$ cat src/design/thick_line_quad_vertices_core_defines.svh
// assertion macros shared by the thick-line quad expansion design
`ifndef THICK_LINE_QUAD_VERTICES_CORE_DEFINES_SVH
`define THICK_LINE_QUAD_VERTICES_CORE_DEFINES_SVH
`ifndef NO_ASSERTIONS
`define TLQ_ASSERT_IMP(lbl, ante, cons) \
  lbl: assert property (@(posedge clk) disable iff (!rst_n) (ante) |-> (cons)) \
    else $error("tlq check failed");
`define TLQ_ASSERT_NXT(lbl, ante, cons) \
  lbl: assert property (@(posedge clk) disable iff (!rst_n) (ante) |=> (cons)) \
    else $error("tlq check failed");
`else
`define TLQ_ASSERT_IMP(lbl, ante, cons)
`define TLQ_ASSERT_NXT(lbl, ante, cons)
`endif
`endif

$ cat src/design/tlq_pkg.sv
// shared constants of the thick-line quad expansion design
`timescale 1ns / 1ps
package tlq_pkg;
  localparam int COORD_BITS_DEF = 20;
  localparam int WIDTH_BITS     = 12;
  localparam int MAG_BITS       = 12;
  localparam logic [WIDTH_BITS-1:0] WIDTH_RESET = 12'd16;
  localparam int ADDR_BITS      = 3;
  localparam int DATA_BITS      = 32;
  localparam logic REG_LINE_WIDTH = 1'b0;
endpackage

$ cat src/design/tlq_cell.sv
// one cell of the magnitude search: settles one result bit for x and y
`timescale 1ns / 1ps
module tlq_cell #(
  parameter int COORD_BITS = tlq_pkg::COORD_BITS_DEF,
  parameter int BIT = 0,
  localparam int AB = COORD_BITS + 1,
  localparam int NB = AB + tlq_pkg::WIDTH_BITS,
  localparam int TW = 2*AB + 2*tlq_pkg::MAG_BITS + 3
) (
  input  logic                         clk,
  input  logic                         rst_n,
  input  logic                         i_valid,
  output logic                         i_rdy,
  input  logic [4*COORD_BITS-1:0]      i_pt,
  input  logic                         i_dx_pos,
  input  logic                         i_dy_neg,
  input  logic [2*AB:0]                i_s,
  input  logic [2*NB-1:0]              i_nx2,
  input  logic [2*NB-1:0]              i_ny2,
  input  logic [tlq_pkg::MAG_BITS-1:0] i_cx,
  input  logic [tlq_pkg::MAG_BITS-1:0] i_cy,
  input  logic [TW-1:0]                i_xa,
  input  logic [TW-1:0]                i_xb,
  input  logic [TW-1:0]                i_ya,
  input  logic [TW-1:0]                i_yb,
  output logic                         o_valid,
  input  logic                         o_rdy,
  output logic [4*COORD_BITS-1:0]      o_pt,
  output logic                         o_dx_pos,
  output logic                         o_dy_neg,
  output logic [2*AB:0]                o_s,
  output logic [2*NB-1:0]              o_nx2,
  output logic [2*NB-1:0]              o_ny2,
  output logic [tlq_pkg::MAG_BITS-1:0] o_cx,
  output logic [tlq_pkg::MAG_BITS-1:0] o_cy,
  output logic [TW-1:0]                o_xa,
  output logic [TW-1:0]                o_xb,
  output logic [TW-1:0]                o_ya,
  output logic [TW-1:0]                o_yb
);
  import tlq_pkg::*;

  logic v_r, adv;
  logic [TW-1:0] s_ext, xa_try, xb_try, ya_try, yb_try, x_lhs, y_lhs;
  logic x_ok, y_ok;
  logic [MAG_BITS-1:0] bit_m;
  logic [4*COORD_BITS-1:0] pt_r;
  logic dxp_r, dyn_r;
  logic [2*AB:0] s_r;
  logic [2*NB-1:0] nx2_r, ny2_r;
  logic [MAG_BITS-1:0] cx_r, cy_r;
  logic [TW-1:0] xa_r, xb_r, ya_r, yb_r;

  assign adv   = !v_r || o_rdy;
  assign i_rdy = adv;
  assign bit_m = MAG_BITS'(1) << BIT;
  assign s_ext = TW'(i_s);

  // a = c*c*s, b = c*s; (2m-1)^2 s = 4a - 4b + s for m = c + 2^BIT
  assign xa_try = i_xa + (i_xb << (BIT + 1)) + (s_ext << (2*BIT));
  assign xb_try = i_xb + (s_ext << BIT);
  assign ya_try = i_ya + (i_yb << (BIT + 1)) + (s_ext << (2*BIT));
  assign yb_try = i_yb + (s_ext << BIT);
  assign x_lhs  = (xa_try << 2) + s_ext - (xb_try << 2);
  assign y_lhs  = (ya_try << 2) + s_ext - (yb_try << 2);
  assign x_ok   = x_lhs <= TW'(i_nx2);
  assign y_ok   = y_lhs <= TW'(i_ny2);

  always_ff @(posedge clk) begin
    if (!rst_n) begin
      v_r <= 1'b0;
    end else if (adv) begin
      v_r <= i_valid;
    end
  end

  always_ff @(posedge clk) begin
    if (adv && i_valid) begin
      pt_r  <= i_pt;
      dxp_r <= i_dx_pos;
      dyn_r <= i_dy_neg;
      s_r   <= i_s;
      nx2_r <= i_nx2;
      ny2_r <= i_ny2;
      cx_r  <= x_ok ? (i_cx | bit_m) : i_cx;
      xa_r  <= x_ok ? xa_try : i_xa;
      xb_r  <= x_ok ? xb_try : i_xb;
      cy_r  <= y_ok ? (i_cy | bit_m) : i_cy;
      ya_r  <= y_ok ? ya_try : i_ya;
      yb_r  <= y_ok ? yb_try : i_yb;
    end
  end

  assign o_valid  = v_r;
  assign o_pt     = pt_r;
  assign o_dx_pos = dxp_r;
  assign o_dy_neg = dyn_r;
  assign o_s      = s_r;
  assign o_nx2    = nx2_r;
  assign o_ny2    = ny2_r;
  assign o_cx     = cx_r;
  assign o_cy     = cy_r;
  assign o_xa     = xa_r;
  assign o_xb     = xb_r;
  assign o_ya     = ya_r;
  assign o_yb     = yb_r;
endmodule

$ cat config.mk
export PLATFORM = sky130hd
export DESIGN_NAME = tlq_cell
export DESIGN_NICKNAME = d
export VERILOG_FILES = /design/src/design/thick_line_quad_vertices_core_defines.svh /design/src/design/tlq_pkg.sv /design/src/design/tlq_cell.sv
export SDC_FILE = /design/constraint.sdc
export NUM_CORES = 2
export LEC_CHECK = 0
export BUFFER_PORTS_ARGS = -buffer_cell sky130_fd_sc_hd__buf_2
export CAP_MARGIN = 10
export CORE_AREA = 2 2 440 442
export CTS_CLUSTER_SIZE = 16
export DETAILED_ROUTE_END_ITERATION = 10
export DIE_AREA = 0 0 442 444
export GPL_TIMING_DRIVEN = 0
export MAX_ROUTING_LAYER = met4
export PLACE_DENSITY = 0.5
export SLEW_MARGIN = 40
export SYNTH_ARGS = -nofsm -noshare
export SYNTH_HDL_FRONTEND = slang
export SYNTH_SLANG_ARGS = --single-unit
$ cat constraint.sdc
create_clock -name clk -period 17.5 [get_ports clk]
set_input_delay 0.875 -clock clk [delete_from_list [all_inputs] [get_ports clk]]
set_output_delay 0.875 -clock clk [all_outputs]
set_load 0.02 [all_outputs]
## Word-level counts from Yosys, hierarchy flattened

Index checks and enable logic that the tools add are counted.

- Register bits after elaboration: 558
- Input port bits: 561
- Output and inout port bits: 559

- Add/subtract/negate cells: 10
- Magnitude comparators: 2
- Mux-type cells: 4
- Reductions and logical operators: 3

Operators by type and width:

| kind | count |
|---|---|
| $add 69x43->69 | 6 |
| $mux 69 | 4 |
| $add 69x69->69 | 2 |
| $le 69x66->1 | 2 |
| $sub 69x69->69 | 2 |
| $logic_and 1x1->1 | 1 |
| $logic_not 1->1 | 1 |
| $logic_or 1x1->1 | 1 |

## Depth between registers and ports, before layout

- Word-level depth: 6
- Gate-level depth with buffers: 44

## Worst setup path after synthesis

No wires, ideal clock.

- Kind: in2reg
- From: input o_rdy
- To: register cx_r[0], in the netlist o_cx[0], enable pin
- Library setup time: 993 ps
- Arrival: 13730 ps
- Data required time: 16507 ps
- Slack: 2777 ps
- Stages on the path: 2
- Cell sequence: nand2b_1 > and2_1

- Longest elaborated chain between the ends: 2

Ends and longest elaborated chain:

| element | line | source |
|---|---|---|
| start, declared | tlq_cell.sv:27 | `input logic o_rdy,` |
| $logic_or 1x1->1 | tlq_cell.sv:54 | `assign adv = !v_r \|\| o_rdy;` |
| $logic_and 1x1->1 | tlq_cell.sv:78 | `if (adv && i_valid) begin` |
| end signal, assigned | tlq_cell.sv:85 | `cx_r <= x_ok ? (i_cx \| bit_m) : i_cx;` |
| end, declared | tlq_cell.sv:51 | `logic [MAG_BITS-1:0] cx_r, cy_r;` |

Every way passes these cells.
A chain may end at the register's enable or synchronous reset.

## Final worst setup path

- From: input i_s[1]
- To: register ya_r[34], in the netlist o_ya[34] (data pin)

- Longest elaborated chain between the ends: 5

Ends and longest elaborated chain:

| element | line | source |
|---|---|---|
| start, declared | tlq_cell.sv:17 | `input logic [2*AB:0] i_s,` |
| $add 69x43->69 | tlq_cell.sv:62 | `assign ya_try = i_ya + (i_yb << (BIT + 1)) + (s_ext << (2*BIT));` |
| $add 69x43->69 | tlq_cell.sv:65 | `assign y_lhs = (ya_try << 2) + s_ext - (yb_try << 2);` |
| $sub 69x69->69 | tlq_cell.sv:65 |  |
| $le 69x66->1 | tlq_cell.sv:67 | `assign y_ok = y_lhs <= TW'(i_ny2);` |
| $mux 69 * | tlq_cell.sv:89 | `ya_r <= y_ok ? ya_try : i_ya;` |
| end signal, assigned | tlq_cell.sv:89 |  |
| end, declared | tlq_cell.sv:52 | `logic [TW-1:0] xa_r, xb_r, ya_r, yb_r;` |

Every way passes the cells marked *; elsewhere a longest branch is shown, timed or not.

==> metrics.md <==
| Metric | Value |
|---|---|
| Run status | completed |
| Bufs on Longest Clock Path | 3 |
| Int Power | 5.27 mW |
| Synth Cell Area | 49,500 um2 |
| Worst EP required | 17.93 ns |
| Ys flop type | edfxtp_1 |
| Global routing met2 resource utilization | 44.8% |
| Switching Fraction | 50.4% |
| Slew Viols, Final | 0 |
| CP max stage delay | 0.75 ns |
| Netlist cell types | 89 |
| Tightest Hold Check Type | in2reg |
| Die ar. | 196,000 um2 |
| Final period utilization | 79.6% |
| Unrepaired setup endpoints after global routing | false |
| Synth-to-Final Area Change | 24.0% |
| Worst EP arrival | 14.36 ns |
| Final GP Congestion | 0.978 |
| Clock slew at reported path FFs | 0.06 ns |
| GR peak layer | met2 |
| Gate Count Post-Synth | 4,949 |
| Worst Slack Setup Final | 3.58 ns |
| Total Wirelength | 247,000 um |
| Largest net degree at the start of global routing | 44 |
| Static Leak | 27.2 nW |
| GR Util met1 | 26.1% |
| Relative slew slack | 39.9% |
| First-pass GRT wire length | 339,000 um |
| CTS H-tree lvls | 3 |
| # IOs | 1,120 |
| Dpl hpwl | 214,000 um |
| MaxCap Viol Count | 0 |
| Initial DRC Count | 2,904 |
| Commonest non-fill, non-tap cell in the layout | buf_2 |
| Hold Slack | 0.321 ns |
| # nets final | 7,482 |
| Fin cells | 8,811 |
| Die W | 442 um |
| Dominant cells by area after synthesis | edfxtp_1 (34%), ha_1 (15%), fa_1 (6.9%), xnor2_1 (4.3%), a21oi_1 (4.3%) |
| DRC viols | 0 |
| Detail Route Antenna Nets | 0 |
| Critical Path Fanout Max | 14 |
| Row Count | 161 |
| CP Capture Type | register |
| Sequential power share | 17.2% |
| Comb power frac | 67.5% |
| GR Overflow Total | 0 |
| Worst slew pin tran | 0.893 ns |
| Max stage delay cell, worst path | a311oi_1 |
| Critical Path Start Type | input pin |
| PwrDens | 173 nW/um2 |
| Post-synth top area share | 33.8% |
| DRT Pass-1 Iters | 6 |
| Total track usage | 25.0% |
| Setup TNS | 0 ns |
| Most frequent cells in the layout | buf_2 (1,140), ha_1 (588), edfxtp_1 (557), a21oi_1 (430), inv_1 (376) |
| Placement Setup Slack | 2.65 ns |
| Final setup violation count | 0 |
| Synth warnings | 0 |
| Core area | 192,000 um2 |
| Yosys reg bits | 558 |
| EDFF count, synth | 557 |
| Clk_skew | 0.0660 ns |
| Dpl cells | 8,612 |
| Routed WL per cell | 28.0 um |
| Clock sinks | 558 |
| Post-synth top area cell | edfxtp_1 |
| I/O Buffers | 1,119 |
| Net Switching | 5.36 mW |
| CP Class | in2reg |
| Die height | 444 um |
| Num CTS Buffers | 75 |
| Hold buffers post-CTS | 0 |
| Met3 usage | 3.52% |
| CTS root buf | clkbuf_16 |
| Postcts setup bufs | 0 |
| Post-CTS resize count | 0 |
| CTS tree | done |
| Starting Density | 25.9% |
| Post-layout min period | 13.92 ns |
| Vias in the first global route | 45.1k |
| Max Clock Freq | 0.0718 GHz |
| Via density | 5.06 |
| Layout Utilization | 32.1% |
| Mapped Nets | 6,268 |
| Fill cells | 20.1k |
| Async SR Flop Fraction | 0% |
| Final-report hold violation count | 0 |
| Initial antenna violation count | 112 |
| Crit path top cell by count | ha_1 |
| Clock power share | 15.3% |
| Max IR drop VDD | 0.102 mV |
| Clock Latency Late Sink | 0.75 ns |
| Mapped Avg Cell Area | 10.0 um2 |
| Sequential element share of the synthesized area | 33.8% |
| Layout cells sized above 1 | 22.7% |
| DR vias | 44.6k |
power by group through the flow:
stage          Sequential [mW]  Combinational (mW)  Clock (mW)
2_1_floorplan             2.13                4.48           0
3_3_place_gp              1.93                7.07           0
3_5_place_dp              1.86                7.14           0
4_1_cts                   1.84                7.20        1.67
5_1_grt                   1.85                7.89        1.72
6_report                  1.83                7.17        1.63
flip-flops by register name (all words and copies together) (netlist names), 43 cells and up:
name	count
o_pt	80
o_xa	69
o_xb	69
o_ya	69
o_yb	69
o_nx2	66
o_ny2	66
o_s	43
worst max-delay path, delay by kind of cell:
family	cells	cell delay [ns]
buffers and inverters	3	1.59
AOI/OAI and AO/OA	14	4.42
and+or+nand+nor	14	4.35
adders and majority gates	6	2.39
muxes	1	0.27
xor gates and xnor gates	2	0.36
worst paths after layout:
| check | startpoint | to | slack, ns | cells past startpoint |
|---|---|---|---|---|
| worst min register to register | o_valid | o_valid | 0.53 | 2 |
| worst min-delay path | i_pt[1] | o_pt[1] | 0.32 | 1 |
| worst max-delay path | i_s[1] | o_ya[34] | 3.58 | 40 |
| worst max register to register | o_valid | o_pt[8] | 15.05 | 8 |
layer usage:
metal  up-vias  routed length (um)  share of wire (%)
li1      20800                   -                  -
met1     21800               91400                 37
met2      1534              128000                 52
met3       495               10500                4.3
met4         0               16800                6.8
met5         -                   0                  0
cell usage after synthesis, drive strengths merged (11+ instances only):
cell     number
edfxtp      557
a21boi       20
xnor2       246
nor2        232
nor4         21
fa          170
a21o        235
nor2b        53
a2111oi      11
clkbuf      135
inv         376
nand4       123
or3          13
xor2        191
and3         46
o21a         55
mux2i        44
buf          29
a21oi       431
nand2b       39
o31ai        14
o211ai       36
nand2       345
ha          588
nand3       106
o21bai       76
a31oi        45
and4         11
mux2        134
a211oi       40
and2         21
nor3         69
o21ai       259
metrics by stage:
stage	total power, mW	cell area, um2
5_1_grt	11.5	61400
3_3_place_gp	9.00	58300
3_5_place_dp	9.00	58700
6_report	10.6	61400
2_1_floorplan	6.62	49500
4_1_cts	10.7	61300
layout make-up:
type / instances / area [um2] / share of cell area (%)
Clock inverter: 51 / 639 / 1.04
Antenna cell: 62 / 155 / 0.253
Sequential cell: 558 / 16700 / 27.3
Timing Repair Buffer: 1137 / 5950 / 9.68
Clock buffer: 86 / 1920 / 3.12
Tap cell: 2526 / 3160 / 5.14
Buffer: 164 / 698 / 1.14
Multi-Input combinational cell: 3851 / 30800 / 50.1
Inverter: 376 / 1410 / 2.30
cell families after synthesis:
family	share of synthesized area (%)
compound gates	17.6
xor+xnor	7.77
mux	3.93
simple gates	11.0
fa+ha+maj	21.7
flops	33.8
buf+inv	4.24
No activity file was read; power rests on OpenSTA's default activity.
