`config.mk`:
```
export PLATFORM = sky130hd
export DESIGN_NAME = tlq_out
export DESIGN_NICKNAME = d
export VERILOG_FILES = /design/src/design/thick_line_quad_vertices_core_defines.svh /design/src/design/tlq_pkg.sv /design/src/design/tlq_out.sv
export SDC_FILE = /design/constraint.sdc
export NUM_CORES = 1
export LEC_CHECK = 0
export BUFFER_PORTS_ARGS = -buffer_cell sky130_fd_sc_hd__clkbuf_2
export CAP_MARGIN = 0
export CORE_ASPECT_RATIO = 0.75
export CORE_MARGIN = 10
export CORE_UTILIZATION = 33
export DETAILED_ROUTE_END_ITERATION = 10
export GPL_TIMING_DRIVEN = 0
export PLACE_DENSITY = 0.59
export SLEW_MARGIN = 20
export SYNTH_ARGS = -nofsm -noshare
export SYNTH_HDL_FRONTEND = slang
export SYNTH_SLANG_ARGS = --single-unit
```
`constraint.sdc`:
```
create_clock -name clk -period 13.3 [get_ports clk]
set_input_delay 1.995 -clock clk [delete_from_list [all_inputs] [get_ports clk]]
set_output_delay 1.995 -clock clk [all_outputs]
set_load 0.02 [all_outputs]
```
`src/design/thick_line_quad_vertices_core_defines.svh`:
```
// assertion macros shared by the thick-line quad expansion design
`ifndef THICK_LINE_QUAD_VERTICES_CORE_DEFINES_SVH
`define THICK_LINE_QUAD_VERTICES_CORE_DEFINES_SVH
`ifndef NO_ASSERTIONS
`define TLQ_ASSERT_IMP(lbl, ante, cons) \
  lbl: assert property (@(posedge clk) disable iff (!rst_n) (ante) |-> (cons)) \
    else $error("tlq check failed");
`define TLQ_ASSERT_NXT(lbl, ante, cons) \
  lbl: assert property (@(posedge clk) disable iff (!rst_n) (ante) |=> (cons)) \
    else $error("tlq check failed");
`else
`define TLQ_ASSERT_IMP(lbl, ante, cons)
`define TLQ_ASSERT_NXT(lbl, ante, cons)
`endif
`endif

```
`src/design/tlq_pkg.sv`:
```
// shared constants of the thick-line quad expansion design
`timescale 1ns / 1ps
package tlq_pkg;
  localparam int COORD_BITS_DEF = 20;
  localparam int WIDTH_BITS     = 12;
  localparam int MAG_BITS       = 12;
  localparam logic [WIDTH_BITS-1:0] WIDTH_RESET = 12'd16;
  localparam int ADDR_BITS      = 3;
  localparam int DATA_BITS      = 32;
  localparam logic REG_LINE_WIDTH = 1'b0;
endpackage

```
`src/design/tlq_out.sv`:
```
// corner stage: signed offsets, corner sums with saturation, output register
`timescale 1ns / 1ps
module tlq_out #(
  parameter int COORD_BITS = tlq_pkg::COORD_BITS_DEF,
  localparam int AB = COORD_BITS + 1,
  localparam int EW = COORD_BITS + 2
) (
  input  logic                         clk,
  input  logic                         rst_n,
  input  logic                         i_valid,
  output logic                         i_rdy,
  input  logic [4*COORD_BITS-1:0]      i_pt,
  input  logic                         i_dx_pos,
  input  logic                         i_dy_neg,
  input  logic [2*AB:0]                i_s,
  input  logic [tlq_pkg::MAG_BITS-1:0] i_cx,
  input  logic [tlq_pkg::MAG_BITS-1:0] i_cy,
  output logic                         o_valid,
  input  logic                         o_stall,
  output logic [8*COORD_BITS-1:0]      o_corners
);
  import tlq_pkg::*;

  localparam logic [COORD_BITS-1:0] MAXV = {1'b0, {(COORD_BITS-1){1'b1}}};
  localparam logic [COORD_BITS-1:0] MINV = {1'b1, {(COORD_BITS-1){1'b0}}};

  function automatic logic [COORD_BITS-1:0] sat(input logic [EW-1:0] v);
    logic [2:0] top;
    top = v[EW-1:EW-3];
    if (!v[EW-1] && top != 3'b000) return MAXV;
    if (v[EW-1] && top != 3'b111) return MINV;
    return v[COORD_BITS-1:0];
  endfunction

  function automatic logic [EW-1:0] sx2(input logic [COORD_BITS-1:0] c);
    return {{2{c[COORD_BITS-1]}}, c};
  endfunction

  logic v_r, adv;
  logic [MAG_BITS-1:0] mx, my;
  logic [EW-1:0] mx_e, my_e, ox, oy;
  logic [COORD_BITS-1:0] sx, sy, ex, ey;
  logic [8*COORD_BITS-1:0] corners_nxt, corners_r;

  assign adv   = !v_r || !o_stall;
  assign i_rdy = adv;

  // zero-length segment gives a zero offset
  assign mx   = (i_s == '0) ? '0 : i_cx;
  assign my   = (i_s == '0) ? '0 : i_cy;
  assign mx_e = EW'(mx);
  assign my_e = EW'(my);
  assign ox   = i_dy_neg ? (~mx_e + 1'b1) : mx_e;
  assign oy   = i_dx_pos ? (~my_e + 1'b1) : my_e;
  assign {sx, sy, ex, ey} = i_pt;

  assign corners_nxt = {sat(sx2(sx) + ox), sat(sx2(sy) + oy),
                        sat(sx2(sx) - ox), sat(sx2(sy) - oy),
                        sat(sx2(ex) + ox), sat(sx2(ey) + oy),
                        sat(sx2(ex) - ox), sat(sx2(ey) - oy)};

  always_ff @(posedge clk) begin
    if (!rst_n) begin
      v_r <= 1'b0;
    end else if (adv) begin
      v_r <= i_valid;
    end
  end

  always_ff @(posedge clk) begin
    if (adv && i_valid) begin
      corners_r <= corners_nxt;
    end
  end

  assign o_valid   = v_r;
  assign o_corners = corners_r;
endmodule

```
* Word-level counts from Yosys, hierarchy flattened
Cells that the tools add are included.
** Storage, ports and cells
- Output and inout bits :: 162
- Input port bits :: 153
- Register bits :: 161
- Logic and storage cells :: 119
** Cells by class
- Reductions and logical operators :: 37
- Bitwise operators :: 2
- Equality and inequality tests :: 8
- Muxes and demuxes :: 60
- Add/subtract/negate cells :: 10
** Operator list (number)
- $mux 20 :: 32
- $add 22x22->22 :: 4
- $sub 22x22->22 :: 4
- $add 22x1->22 const B :: 2
- $mux 22 :: 2
- $not 12->22 :: 2
- $logic_not 43->1 :: 1
- $mux 1 :: 24
- $mux 12 :: 2
- $ne 3x3->1 const B :: 8
- $reduce_bool 3->1 :: 8
- $logic_and 1x1->1 :: 17
- $logic_not 1->1 :: 10
- $logic_or 1x1->1 :: 1

* Depth between registers and ports, before layout
- Depth in word-level cells :: 12
- Mapped depth :: 27
- Depth with buffers taken out :: 24

* Worst setup path before layout
Ideal clock, no wire load.
- Path type :: input-to-reg
- From :: input port i_s[25]
- To :: register corners_r[91] (netlist: o_corners[91]), data pin
- Required time :: 13.040 ns
- Slack :: 6.319 ns
- Path buffers :: 4
- Arrival :: 6.721 ns
- Stages on the path :: 24
- Setup time :: 0.260 ns
- Path through :: nor4_1 > nand2_1 > nor4_1 > nand3_1 > clkbuf_1 > and2_1 > inv_1 > ha_1 > inv_1 > o31a_1 > a311oi_1 > ha_1 > buf_4 > or4_1 > a21oi_1 > o2111a_1 > o311a_1 > nand2b_1 > clkbuf_1 > nor2b_1 > a211oi_1 > o21a_2 > buf_2 > o21ai_1
** On the way
- Word-level cells in the longest chain between the ends :: 12
- Elaborated cells on any way between the ends :: 17
- Classes of those cells :: add/sub: 2; eq/ne: 1; mux: 8; bitwise: 1; reduce/logical: 5
** Ends and longest elaborated chain
- from (decl) :: RTL line tlq_out.sv:15 : input logic [2*AB:0] i_s,
- $logic_not 43->1 (*) :: RTL line tlq_out.sv:50 : assign my = (i_s == '0) ? '0 : i_cy;
- $mux 12 (*) :: RTL line tlq_out.sv:50
- $not 12->22 :: RTL line tlq_out.sv:54 : assign oy = i_dx_pos ? (~my_e + 1'b1) : my_e;
- $add 22x1->22 :: RTL line tlq_out.sv:54
- $mux 22 (*) :: RTL line tlq_out.sv:54
- $sub 22x22->22 (*) :: RTL line tlq_out.sv:58 : sat(sx2(sx) - ox), sat(sx2(sy) - oy),
- $ne 3x3->1 :: RTL line tlq_out.sv:31 : if (v[EW-1] && top != 3'b111) return MINV;
- $logic_and 1x1->1 :: RTL line tlq_out.sv:31
- $mux 1 (2 in series) :: RTL line tlq_out.sv:31
- $mux 20 :: RTL line tlq_out.sv:32 : return v[COORD_BITS-1:0];
- $mux 20 (*) :: RTL line tlq_out.sv:31
- to (signal assigned) :: RTL line tlq_out.sv:72 : corners_r <= corners_nxt;
- to (decl) :: RTL line tlq_out.sv:43 : logic [8*COORD_BITS-1:0] corners_nxt, corners_r;
Every way passes the cells marked *; elsewhere a longest branch is shown, timed or not. The select of a mux whose other input is x is not followed.
A chain may end at the register's enable or synchronous reset.

* Worst setup path in the final report
- From :: input port i_s[20]
- To :: register corners_r[55] (netlist: o_corners[55]), data pin
** On the way
- Word-level cells in the longest chain between the ends :: 12
- Elaborated cells on any way between the ends :: 17
- Classes of those cells :: add/sub: 2; eq/ne: 1; mux: 8; bitwise: 1; reduce/logical: 5
** Ends and longest elaborated chain
- $logic_not 43->1 (*) :: RTL line tlq_out.sv:50
- $mux 12 (*) :: RTL line tlq_out.sv:50
- $not 12->22 :: RTL line tlq_out.sv:54
- $add 22x1->22 :: RTL line tlq_out.sv:54
- $mux 22 (*) :: RTL line tlq_out.sv:54
- $add 22x22->22 (*) :: RTL line tlq_out.sv:59 : sat(sx2(ex) + ox), sat(sx2(ey) + oy),
- $ne 3x3->1 :: RTL line tlq_out.sv:31
- $logic_and 1x1->1 :: RTL line tlq_out.sv:31
- $mux 1 (2 in series) :: RTL line tlq_out.sv:31
- $mux 20 :: RTL line tlq_out.sv:32
- $mux 20 (*) :: RTL line tlq_out.sv:31
Marks and branches as above.

==> flow_results.xml <==
<?xml version="1.0" encoding="UTF-8"?>
<metrics>
  <group name="run_status">
    <metric name="outcome" unit="">complete, no violations</metric>
  </group>
  <group name="setup_path">
    <metric name="critical-path-top-delay-family" unit="">compound AO/OA/AOI/OAI gates</metric>
    <metric name="worst_r2r_endpoint" unit="">o_corners[99]</metric>
    <metric name="crit-reg2reg-launch" unit="">o_valid</metric>
    <metric name="critPathCaptureType" unit="">flop</metric>
    <metric name="crit_chain" unit="">clkbuf_2, nor4_1, nand2_1, nor4_1, nand3_1, clkbuf_1, and2_1, inv_1, ha_1, nand2_1, o21ai_1, inv_1, fa_1, nor2b_1, o21ai_0, a21o_1, a21oi_1, a41oi_1, a221oi_1, or3b_1, a211oi_2, a311oi_4, buf_6, o21ai_1</metric>
    <metric name="timing.critical_path.from_type" unit="">input port</metric>
    <metric name="slowest_cell_on_the_critical_path" unit="">sky130_fd_sc_hd__o21ai_1</metric>
    <metric name="slowest_delay" unit="ns">0.56</metric>
    <metric name="worstPathMaxFanout" unit="">10</metric>
    <metric name="worstRegToRegCells" unit="">4</metric>
    <metric name="worst-endpoint-arrival" unit="ns">8.68</metric>
    <metric name="worstPathRequired" unit="ns">13.50</metric>
    <metric name="worst-path-buf-inv" unit="">5</metric>
    <metric name="setup.reg_to_reg.worst_slack" unit="ns">11.59</metric>
    <metric name="timing.setup.critical_path_class" unit="">input port to flop</metric>
  </group>
  <group name="power_and_ir_drop">
    <metric name="p_leak" unit="nW">8.05</metric>
    <metric name="power_frac_seq" unit="%">31.5</metric>
    <metric name="power.clock.fraction" unit="%">21.8</metric>
    <metric name="power.internal" unit="mW">1.38</metric>
    <metric name="worst_ir_drop_vdd" unit="V">0.0000995</metric>
    <metric name="power_frac_comb" unit="%">46.7</metric>
    <metric name="swShare" unit="%">42.1</metric>
    <metric name="pwr_density_cell" unit="nW/um^2">128</metric>
    <metric name="total_switching_power" unit="mW">1.00</metric>
  </group>
  <group name="synthesis">
    <metric name="postSynth.asyncResetShare" unit="%">0</metric>
    <metric name="yosys.area.top_type" unit="">sky130_fd_sc_hd__edfxtp_1</metric>
    <metric name="ys_types" unit="">88</metric>
    <metric name="ys_seq_area_share" unit="%">31.0</metric>
    <metric name="synth_fp_nets" unit="">2114</metric>
    <metric name="synthesis.area_per_instance" unit="um^2">8.85</metric>
    <metric name="synthFlopType" unit="">sky130_fd_sc_hd__edfxtp_1</metric>
    <metric name="ff_latch_count_synth" unit="">161</metric>
    <metric name="total_number_of_yosys_warnings" unit="">0</metric>
    <metric name="post-synth-top-area-fraction" unit="%">30.9</metric>
    <metric name="syn-instance-count" unit="">1758</metric>
    <metric name="mappedNetlistArea" unit="um^2">15600</metric>
    <metric name="synth-edff-count" unit="">160</metric>
    <metric name="synth_top_area_cells" unit="">sky130_fd_sc_hd__edfxtp_1, sky130_fd_sc_hd__ha_1, sky130_fd_sc_hd__xnor2_1</metric>
  </group>
  <group name="clock_network">
    <metric name="clk_pin_slew" unit="ns">0.07</metric>
    <metric name="numCtsBuffers" unit="">17</metric>
    <metric name="root_driver" unit="">sky130_fd_sc_hd__clkbuf_16</metric>
    <metric name="postCtsHoldBufs" unit="">0</metric>
    <metric name="cts_buffer_depth" unit="">2</metric>
    <metric name="cts-resized-gates" unit="">0</metric>
    <metric name="htree_levels" unit="">4</metric>
    <metric name="cts_post_setup_buffers_inserted" unit="">0</metric>
    <metric name="tritoncts" unit="">built</metric>
    <metric name="latest_clock_arrival_within_the_worst_skew_pair" unit="ns">0.47</metric>
    <metric name="clkSinkCount" unit="">161</metric>
  </group>
  <group name="floorplanning">
    <metric name="core-area" unit="um^2">46300</metric>
    <metric name="core_rows" unit="">68</metric>
    <metric name="io_pins" unit="">315</metric>
    <metric name="die-width" unit="um">271</metric>
    <metric name="die-height" unit="um">208</metric>
    <metric name="fp.dieArea" unit="um^2">56300</metric>
    <metric name="start_util" unit="%">33.6</metric>
  </group>
  <group name="placement">
    <metric name="hpwlAfterDp" unit="um">50600</metric>
    <metric name="cell_count_post_placement" unit="">2705</metric>
    <metric name="place.port_buffers" unit="">314</metric>
    <metric name="gp_congestion" unit="">0.939</metric>
    <metric name="dp_worst_setup_slack" unit="ns">4.49</metric>
  </group>
  <group name="min_path">
    <metric name="hold-path-endpoint" unit="">o_valid</metric>
    <metric name="min-delay-path-class" unit="">flop to flop</metric>
    <metric name="min_path_cells" unit="">2</metric>
    <metric name="hold_start" unit="">o_valid</metric>
  </group>
  <group name="route">
    <metric name="detail_route.vias_per_cell" unit="">5.40</metric>
    <metric name="route.detailed.wl_per_inst" unit="um">22.0</metric>
    <metric name="wirelength" unit="um">60200</metric>
    <metric name="post-route-drc-count" unit="">0</metric>
    <metric name="detail_route.first_pass.iterations" unit="">6</metric>
    <metric name="detailedRoute.firstIterationViolations" unit="">1767</metric>
    <metric name="ant_nets" unit="">0</metric>
    <metric name="dr_total_vias" unit="">14800</metric>
  </group>
  <group name="grt">
    <metric name="global_route.usage.total" unit="%">20.7</metric>
    <metric name="antenna_found_initial" unit="">10</metric>
    <metric name="grt_pass1_vias" unit="">14100</metric>
    <metric name="grt_first_pass_wirelength" unit="um">90200</metric>
    <metric name="global_route.overflow_total" unit="">0</metric>
    <metric name="pin_count_of_the_biggest_net_entering_global_routing" unit="">55</metric>
  </group>
  <group name="timing">
    <metric name="finalSetupTns" unit="ns">0</metric>
    <metric name="worst_clock_skew" unit="ns">0.00823</metric>
    <metric name="worst_hold_slack" unit="ns">0.571</metric>
    <metric name="timing_hold_violations_final" unit="">0</metric>
    <metric name="finalSetupViolCount" unit="">0</metric>
    <metric name="setup_repair_after_global_routing_missed_its_margin" unit="">false</metric>
    <metric name="timing.max_slew.rel_slack" unit="%">31.1</metric>
    <metric name="final_min_period_over_clock_period" unit="%">63.8</metric>
    <metric name="fmax" unit="GHz">0.118</metric>
    <metric name="number_of_max_slew_violations_in_the_final_report" unit="">0</metric>
    <metric name="worst_pin_slew" unit="ns">1.03</metric>
    <metric name="post_layout_worst_setup_margin" unit="ns">4.81</metric>
    <metric name="min_period" unit="ns">8.49</metric>
  </group>
  <group name="cells_and_area">
    <metric name="drive_above_1_share" unit="%">19.6</metric>
    <metric name="area.growth.synth_to_final" unit="%">19.5</metric>
    <metric name="layout_common_cells" unit="">sky130_fd_sc_hd__clkbuf_2, sky130_fd_sc_hd__ha_1, sky130_fd_sc_hd__o21ai_0</metric>
    <metric name="layout_commonest_cell" unit="">sky130_fd_sc_hd__clkbuf_2</metric>
    <metric name="final_nets" unit="">2450</metric>
    <metric name="instances_no_fill" unit="">2738</metric>
  </group>
  <group name="job">
    <metric name="cap_viol_max_count" unit="">0</metric>
  </group>
</metrics>
## tightest hold or removal path: cells and delay by family, from the launching register on
kind	cells	cell delay, ns
AND/OR/NAND/NOR	1	0.09
flip-flops	1	0.36
AO/OA/AOI/OAI	1	0.09
## worst max-delay path by stage
stage                  from            end  slack [ns]  depth (start not counted)
finish              i_s[20]  o_corners[55]        4.81                         24
global route        i_s[20]  o_corners[30]        4.30                         24
CTS                 i_s[20]  o_corners[55]        4.98                         24
detailed placement  i_s[20]  o_corners[55]        4.49                         24
global placement    i_s[10]  o_corners[29]        4.26                         22
floorplan           i_s[25]  o_corners[91]        6.32                         24
## area by class of cell
type                            count  area (um^2)
Sequential cell                   161         4820
Buffer                             73          334
Tap cell                          630          788
Antenna cell                        2         5.00
Multi-Input combinational cell   1392         9910
Inverter                          132          498
Timing Repair Buffer              317         1650
Fill cell                        4742        27700
Clock buffer                       17          425
Clock inverter                     14          163
## sequential cells by signal, summed over array words and instances, names as in the netlist
register and flops:
o_corners 160, o_valid 1
## metrics by stage
step           cell area [um^2]  power [mW]  util [%]
2_1_floorplan             15600        1.47         -
3_3_place_gp              17900        1.85      38.7
3_5_place_dp              18000        1.86      38.9
4_1_cts                   18600        2.39      40.2
5_1_grt                   18600        2.52      40.2
6_report                  18600        2.38      40.2
## synthesized netlist by cell type (all sizes together) (5+ instances only)
cell type / count
o31ai: 24
a31oi: 17
o211ai: 10
a221oi: 10
fa: 8
nand2b: 36
and2: 9
nor3: 30
ha: 195
nor2: 145
or3: 15
inv: 131
a211oi: 17
o41ai: 8
xnor2: 110
a21o: 39
o21ai: 199
nand2: 103
buf: 25
o2111ai: 6
o311ai: 10
o21a: 9
a21oi: 152
nor2b: 27
nand4: 6
or4: 8
xor2: 44
a311oi: 9
edfxtp: 160
nor4: 26
o21bai: 26
nand3: 19
or2: 8
and3: 5
nor3b: 7
clkbuf: 48
## layer usage
layer | up-vias | GRT usage (%) | share of wire, %
met5 | - | 0 | 0.15
li1 | 7035 | - | -
met4 | 16 | 4.93 | 1.7
met1 | 7041 | 30.9 | 50
met2 | 634 | 28.9 | 40
met3 | 71 | 5.15 | 8.4
## kinds of logic after synthesis
| family | count (synthesis) | synth area share (%) |
|---|---|---|
| fa+ha+maj | 203 | 16.7 |
| compound gates | 582 | 23.8 |
| flops | 161 | 31.0 |
| simple gates | 450 | 14.1 |
| mux | 3 | 0.201 |
| buf+inv | 205 | 5.35 |
| xor+xnor | 154 | 8.88 |
## power groups by stage
stage                     sequential [mW]  combinational (mW)  clock, mW
after CTS                           0.753                1.10      0.531
after detailed placement            0.762                1.10          0
after global routing                0.759                1.22      0.547
after global placement              0.767                1.09          0
after floorplan                     0.878               0.596          0
final                               0.751                1.11      0.521
(Power assumes the default switching activity.)
